--- src/hw/rtl/lor_pkg.sv ---
// Label overlap remapper: shared types and constants.
// Used by every module of the block; has no dependencies of its own.
package lor_pkg;

  localparam int unsigned LABEL_W   = 4;  // label field width
  localparam int unsigned CFG_W     = 5;  // width of each count register
  localparam int unsigned REG_IDX_W = 1;  // configuration register index width
  localparam int unsigned MAP_LBL   = 16; // labels a 4-bit field can reach

  // Configuration register indexes
  localparam logic [REG_IDX_W-1:0] REG_CUR_COUNT  = 1'd0;
  localparam logic [REG_IDX_W-1:0] REG_PREV_COUNT = 1'd1;

  // Input word kinds (carried on tuser)
  localparam logic CMD_COUNT = 1'b0;
  localparam logic CMD_MAP   = 1'b1;

  typedef enum logic [2:0] {
    ST_RUN,    // streaming count and map words
    ST_DRAIN,  // last count word finishing its write
    ST_WALK,   // reading every counter for the argmax
    ST_FLUSH,  // final compare, counters cleared
    ST_DONE    // done word waiting for the output register
  } lor_state_e;

  // One step of the table walk, aligned with the memory read data
  typedef struct packed {
    logic               vld;
    logic               first;    // first column of a row
    logic               last;     // last column of a row
    logic               row_act;  // row takes part in the argmax
    logic               col_ok;   // column below the previous label count
    logic [LABEL_W-1:0] row;
    logic [LABEL_W-1:0] col;
  } lor_step_t;

  // Write into the label map
  typedef struct packed {
    logic               en;
    logic [LABEL_W-1:0] idx;
    logic [LABEL_W-1:0] val;
  } lor_map_wr_t;

endpackage

--- src/hw/rtl/lor_argmax.sv ---
// Label overlap remapper: running argmax over each counter row of the walk.
// Takes walk steps and memory read data; emits label map writes. Uses lor_pkg.
module lor_argmax #(
  parameter int unsigned COUNT_BITS = 22
) (
  input  logic                    clk_i,
  input  logic                    rst_ni,
  input  lor_pkg::lor_step_t      step_i,
  input  logic [COUNT_BITS-1:0]   rd_data_i,
  output lor_pkg::lor_map_wr_t    map_wr_o
);
  import lor_pkg::*;

  logic [COUNT_BITS-1:0] top_q, top_d;
  logic [LABEL_W-1:0]    best_q, best_d;
  logic                  take;

  // strict compare: lowest column keeps a tie
  always_comb begin
    take   = step_i.first || (step_i.col_ok && (rd_data_i > top_q));
    top_d  = take ? rd_data_i  : top_q;
    best_d = take ? step_i.col : best_q;
    map_wr_o.en  = step_i.vld && step_i.last;
    map_wr_o.idx = step_i.row;
    map_wr_o.val = step_i.row_act ? best_d : step_i.row;
  end

  always_ff @(posedge clk_i or negedge rst_ni) begin
    if (!rst_ni) begin
      top_q  <= '0;
      best_q <= '0;
    end else if (step_i.vld) begin
      top_q  <= top_d;
      best_q <= best_d;
    end
  end

endmodule
--- config.mk ---
export PLATFORM = sky130hd
export DESIGN_NAME = lor_argmax
export DESIGN_NICKNAME = d
export VERILOG_FILES = /design/src/hw/rtl/lor_pkg.sv /design/src/hw/rtl/lor_argmax.sv
export SDC_FILE = /design/constraint.sdc
export NUM_CORES = 1
export LEC_CHECK = 0
export BUFFER_PORTS_ARGS = -buffer_cell sky130_fd_sc_hd__clkbuf_2
export CAP_MARGIN = 20
export CORE_UTILIZATION = 50
export CTS_BUF_LIST = sky130_fd_sc_hd__clkbuf_4 sky130_fd_sc_hd__clkbuf_8
export CTS_CLUSTER_SIZE = 16
export DETAILED_ROUTE_END_ITERATION = 7
export GPL_ROUTABILITY_DRIVEN = 0
export PLACE_DENSITY = 0.78
export REMOVE_ABC_BUFFERS = 1
export SLEW_MARGIN = 15
export SYNTH_ARGS = -nofsm -noshare
export SYNTH_HDL_FRONTEND = slang
export SYNTH_SLANG_ARGS = --single-unit
--- constraint.sdc ---
create_clock -name clk_i -period 4.6 [get_ports clk_i]
set_input_delay 0.92 -clock clk_i [delete_from_list [all_inputs] [get_ports clk_i]]
set_output_delay 0.92 -clock clk_i [all_outputs]
set_load 0.01 [all_outputs]
Yosys cells after proc, flatten, opt, wreduce, memory -nomap -nowiden:

Cells that the tools add are included.

* $add $sub $neg: 0
* multiply operators: 0
* div/mod/pow operators: 0
* order comparisons: 1
* equality and inequality tests: 0
* shift operators: 0
* multiplexer cells: 2
* bitwise gates (word level): 0
* reductions and logical operators: 4

Operators by type and width (count)
* greater-than comparator 22 bit: 1
* two-way mux 4 bit: 2
* logical AND 1 bit: 2
* AND reduction 2 bit: 1
* logical OR 1 bit: 1

* bits in registers: 26
* bits in latches: 0
* memory bits (writable): 0
* ROM bits: 0
* bits of input ports: 37
* output and inout port bits: 9
* word-level logic and storage cells: 9
* memories: 0

Longest topological paths before layout:

* depth in word-level cells: 5
* depth in mapped cells: 10

Worst setup path after synthesis:

Ideal clock, no wire load.

* path type: input to output
* from: input rd_data_i[4]
* to: output map_wr_o[2] (netlist name)
* arrival time: 2.835 ns
* setup slack: 0.845 ns
* stages on the path: 8
* buffers on the path: 1
* path through: ha_1 > a21oi_2 > nand2_1 > a221o_1 > a221o_1 > buf_6 > o2111ai_1 > or3b_2

RTL lines
* from (decl): RTL line lor_argmax.sv:9 `input logic [COUNT_BITS-1:0] rd_data_i,`
* to (decl): RTL line lor_argmax.sv:10 `output lor_pkg::lor_map_wr_t map_wr_o`

==> tab_implementation.tex <==
\begin{tabular}{lr}
\hline
Metric & Value \\
\hline
\multicolumn{2}{l}{\textbf{Pwr}} \\
\quad Power consumption & 0.000826 W \\
\quad Peak ir drop on the vdd network & 0.242 mV \\
\quad Power density relative to cell area & 391 mW/mm² \\
\quad Leakage power summed over all cells & about 1.1 nW \\
\multicolumn{2}{l}{\textbf{Hold path}} \\
\quad Type of the worst min-delay path & register to register \\
\quad Worst Hold End & top\_q[9]\$\_DFFE\_PN0P\_ \\
\quad Startpoint of the most critical hold path & top\_q[9]\$\_DFFE\_PN0P\_ \\
\quad Number of instances on the worst hold path & 1 \\
\multicolumn{2}{l}{\textbf{CTS}} \\
\quad Number of buffers inserted to repair setup after CTS & 0 \\
\quad Depth of the CTS H-tree & 1 \\
\quad Clock sink count & 26 \\
\quad Reg clk slew, reported paths & around 0.15 ns \\
\quad Clock buffers created by TritonCTS & 3 \\
\quad Hold Buf Count CTS & 0 \\
\quad Maximum buffer depth of the clock tree & 2 \\
\quad Post\_cts resized & 0 \\
\quad TritonCTS clock tree & done \\
\quad Master cell of the clock root buffer & sky130\_fd\_sc\_hd\_\_clkbuf\_4 \\
\quad Clk Latency, worst-skew pair & 0.34 ns \\
\multicolumn{2}{l}{\textbf{STA}} \\
\quad Final hold violation count & 0 \\
\quad Worst-Margin Slew & 0.661 ns \\
\quad Headroom to the max-slew limit & 0.559 \\
\quad Max-slew violations & 0 \\
\quad Unrepaired setup endpoints after global routing & false \\
\quad Fin Clk Skew & 0.0118 ns \\
\quad Setup Viol. Count Final & 0 \\
\quad Setup TNS Final & 0 ns \\
\quad Final period demand of the worst path & 4.06 ns \\
\quad Final Worst Setup Slack & between 0.5 and 0.6 ns \\
\quad Post-route worst hold slack & 0.524 ns \\
\quad Maximum frequency from static timing analysis & 247 MHz \\
\quad Share of the clock period used by the worst path & 0.882 \\
\multicolumn{2}{l}{\textbf{Routing}} \\
\quad Via density per instance & 5.22 \\
\quad Detailed router's first-iteration violation count & 56 \\
\quad Pre-Repair DR Iteration Count & 4 \\
\quad Total wirelength of the detailed-routed design & 3240 µm \\
\quad Count of antenna-violating nets left after detailed routing & 0 \\
\quad Detailed-route wire length per cell & 12.7 µm \\
\quad Overall via count from detail\_route & 1,332 \\
\quad Count of unresolved DRC violations after routing & 0 \\
\multicolumn{2}{l}{\textbf{Synthesis}} \\
\quad Proportion of synthesized chip area in sequential cells & 0.354 \\
\quad Number of enable flip-flop cells after synthesis & 0 \\
\quad Synthesized instance count & 166 \\
\quad Avg Cell Area, Syn & 11.1 µm² \\
\quad Flip-flop and latch count after synthesis & 26 \\
\quad Most used DFF post-synth & sky130\_fd\_sc\_hd\_\_dfrtp\_1 \\
\quad Share of flip-flops with an asynchronous set or reset after synthesis & 1.00 \\
\quad Total standard cell area after synthesis & 0.00184 mm² \\
\quad Yosys Warn Count & 0 \\
\quad Count of unique library cells instantiated by Yosys & 30 \\
\multicolumn{2}{l}{\textbf{Critical path}} \\
\quad Setup slack of the worst register-to-register path & 1.64 ns \\
\quad Maximum net fanout on the critical path & 9 \\
\quad Required arrival time at the worst endpoint & 3.68 ns \\
\quad RR Startpoint & top\_q[4]\$\_DFFE\_PN0P\_ \\
\quad Startpoint type of the worst setup path & primary input \\
\quad Crit Path Class & primary input to output port \\
\quad Worst r2r path cells & 9 \\
\quad Data arrival time of the critical path & 3.14 ns \\
\quad Critical Path Sink Type & output port \\
\quad End of the worst register-to-register path & top\_q[10]\$\_DFFE\_PN0P\_ \\
\multicolumn{2}{l}{\textbf{Finish}} \\
\quad Number of non-filler instances in the completed layout & around 260 \\
\quad Fraction of final layout cells sized beyond drive strength 1 & 0.407 \\
\quad \# diodes & 0 \\
\quad Layout overhead on the synthesized area & 15.1\% \\
\quad Fill count & 305 \\
\quad Net count of the finished layout & 269 \\
\multicolumn{2}{l}{\textbf{Placed design}} \\
\quad Pre-CTS WS & $\sim$0.53 ns \\
\quad Dpl hpwl & 2520 µm \\
\quad Dpl cells & 251 \\
\quad Count of buffers from port buffering & 45 \\
\multicolumn{2}{l}{\textbf{Die}} \\
\quad Top Ports & 46 \\
\quad Site row count & 21 \\
\quad Die boundary height & 62.6 µm \\
\quad Die X-Extent & 62.6 µm \\
\quad Initial Utilization & 0.537 \\
\quad Core area & $\sim$0.0034 mm² \\
\quad Die area & 0.00392 mm² \\
\multicolumn{2}{l}{\textbf{Global routing}} \\
\quad Maximum number of pins on one net before global-route repair & 27 \\
\quad Number of antenna violations at the first check in global routing & 0 \\
\quad First-pass GRT wire length & 5630 µm \\
\quad GRT Residual Overflow & 0 \\
\quad Overall Global Routing Usage & 0.181 \\
\quad Number of global-route vias before repair & 1,314 \\
\multicolumn{2}{l}{\textbf{Status}} \\
\quad Status & finished, final reports clean \\
\multicolumn{2}{l}{\textbf{Flow run}} \\
\quad MaxCap Viol Count & 0 \\
\hline
\end{tabular}
-- synth_stat cells, types with 3 or more instances --
| cell type | number | area share |
|---|---|---|
| sky130_fd_sc_hd__dfrtp_1 | 26 | 0.35 |
| sky130_fd_sc_hd__inv_1 | 24 | 0.049 |
| sky130_fd_sc_hd__ha_1 | 22 | 0.15 |
| sky130_fd_sc_hd__mux2_4 | 20 | 0.16 |
| sky130_fd_sc_hd__a21oi_1 | 10 | 0.027 |
| sky130_fd_sc_hd__nand2_1 | 10 | 0.020 |
| sky130_fd_sc_hd__mux2_2 | 6 | 0.037 |
| sky130_fd_sc_hd__nand3_1 | 6 | 0.016 |
| sky130_fd_sc_hd__nor2_1 | 5 | 0.010 |
| sky130_fd_sc_hd__buf_4 | 4 | 0.016 |
| sky130_fd_sc_hd__nand4_1 | 4 | 0.014 |
| sky130_fd_sc_hd__o2111ai_1 | 4 | 0.019 |
| sky130_fd_sc_hd__or3_2 | 3 | 0.012 |
-- state kept, by name, summed over array words and instances, names as in the netlist --
register  flops
best_q        4
top_q        22
-- cell type report --
cell class | instances | area [µm²] | area share
flip-flops and latches | 26 | 651 | 0.308
repair buffers | 47 | 253 | 0.120
well taps | 46 | 57.6 | 0.0272
clock inverters | 1 | 30.0 | 0.0142
inverters | 24 | 90.1 | 0.0426
clock buffers | 3 | 22.5 | 0.0107
multi-input cells | 108 | 1010 | 0.478
-- critical path: stages --
cell	delay (ns)
sky130_fd_sc_hd__clkbuf_2	0.09
sky130_fd_sc_hd__ha_1	0.32
sky130_fd_sc_hd__a21oi_2	0.14
sky130_fd_sc_hd__nand2_1	0.06
sky130_fd_sc_hd__a221o_1	0.33
sky130_fd_sc_hd__a221o_1	0.45
sky130_fd_sc_hd__o2111ai_1	0.22
sky130_fd_sc_hd__or3b_2	0.46
sky130_fd_sc_hd__clkbuf_2	0.14
-- per-layer routing --
| layer | vias up | track usage | share of wire |
|---|---|---|---|
| li1 | 671 | - | - |
| met1 | 640 | 0.225 | 0.45 |
| met2 | 19 | 0.311 | 0.50 |
| met3 | 2 | 0.0511 | 0.039 |
| met4 | 0 | 0.0378 | 0.0071 |
| met5 | - | 0 | 0 |
-- logic make-up (layout without fill, tap and decap cells) --
family | count (synthesis) | count (layout) | share of synthesized area
adders and majority gates | 22 | 22 | 0.150
muxes | 26 | 26 | 0.200
buffers and inverters | 32 | 75 | 0.0954
DFF | 26 | 26 | 0.354
AOI/OAI and AO/OA | 25 | 25 | 0.101
and+or+nand+nor | 35 | 35 | 0.0988
-- cells in the final DEF (no fill, tap or decap), types with 2 or more instances in the layout --
cell type / netlist / routed
sky130_fd_sc_hd__a21oi_2: 2 / 2
sky130_fd_sc_hd__inv_1: 24 / 24
sky130_fd_sc_hd__nand4_1: 4 / 4
sky130_fd_sc_hd__clkbuf_4: 0 / 3
sky130_fd_sc_hd__nor3_1: 2 / 2
sky130_fd_sc_hd__mux2_2: 6 / 6
sky130_fd_sc_hd__ha_1: 22 / 22
sky130_fd_sc_hd__o2111ai_1: 4 / 4
sky130_fd_sc_hd__nand2_1: 10 / 10
sky130_fd_sc_hd__clkbuf_2: 0 / 45
sky130_fd_sc_hd__nor2_1: 5 / 5
sky130_fd_sc_hd__a21oi_1: 10 / 10
sky130_fd_sc_hd__dfrtp_1: 26 / 26
sky130_fd_sc_hd__o21ai_0: 2 / 2
sky130_fd_sc_hd__or3_2: 3 / 3
sky130_fd_sc_hd__mux2_4: 20 / 20
sky130_fd_sc_hd__nand3_1: 6 / 6
sky130_fd_sc_hd__a221o_1: 2 / 2
-- through the flow --
step           instance area, µm²   util
3_5_place_dp                 2060  0.603
3_3_place_gp                 2060  0.603
2_1_floorplan                1750      -
6_report                     2110  0.619
4_1_cts                      2110  0.619
5_1_grt                      2110  0.619
-- power by group --
| part | total, W | internal (W) | switching, W |
|---|---|---|---|
| combinational | 0.000337 | 0.000186 | 0.000151 |
| sequential | 0.000328 | 0.000294 | 0.0000343 |
| clock | 0.000161 | 0.0000882 | 0.0000731 |
| total | 0.000826 | 0.000568 | 0.000258 |
-- how the worst max path moves through the flow --
stage	startpoint	endpoint	cells past startpoint
floorplan	rd_data_i[4]	map_wr_o[2]	7
global placement	rd_data_i[4]	map_wr_o[2]	9
detailed placement	rd_data_i[4]	map_wr_o[2]	9
CTS	rd_data_i[4]	map_wr_o[2]	9
global route	rd_data_i[4]	map_wr_o[2]	9
finish	rd_data_i[4]	map_wr_o[2]	9
(Power assumes the default switching activity.)
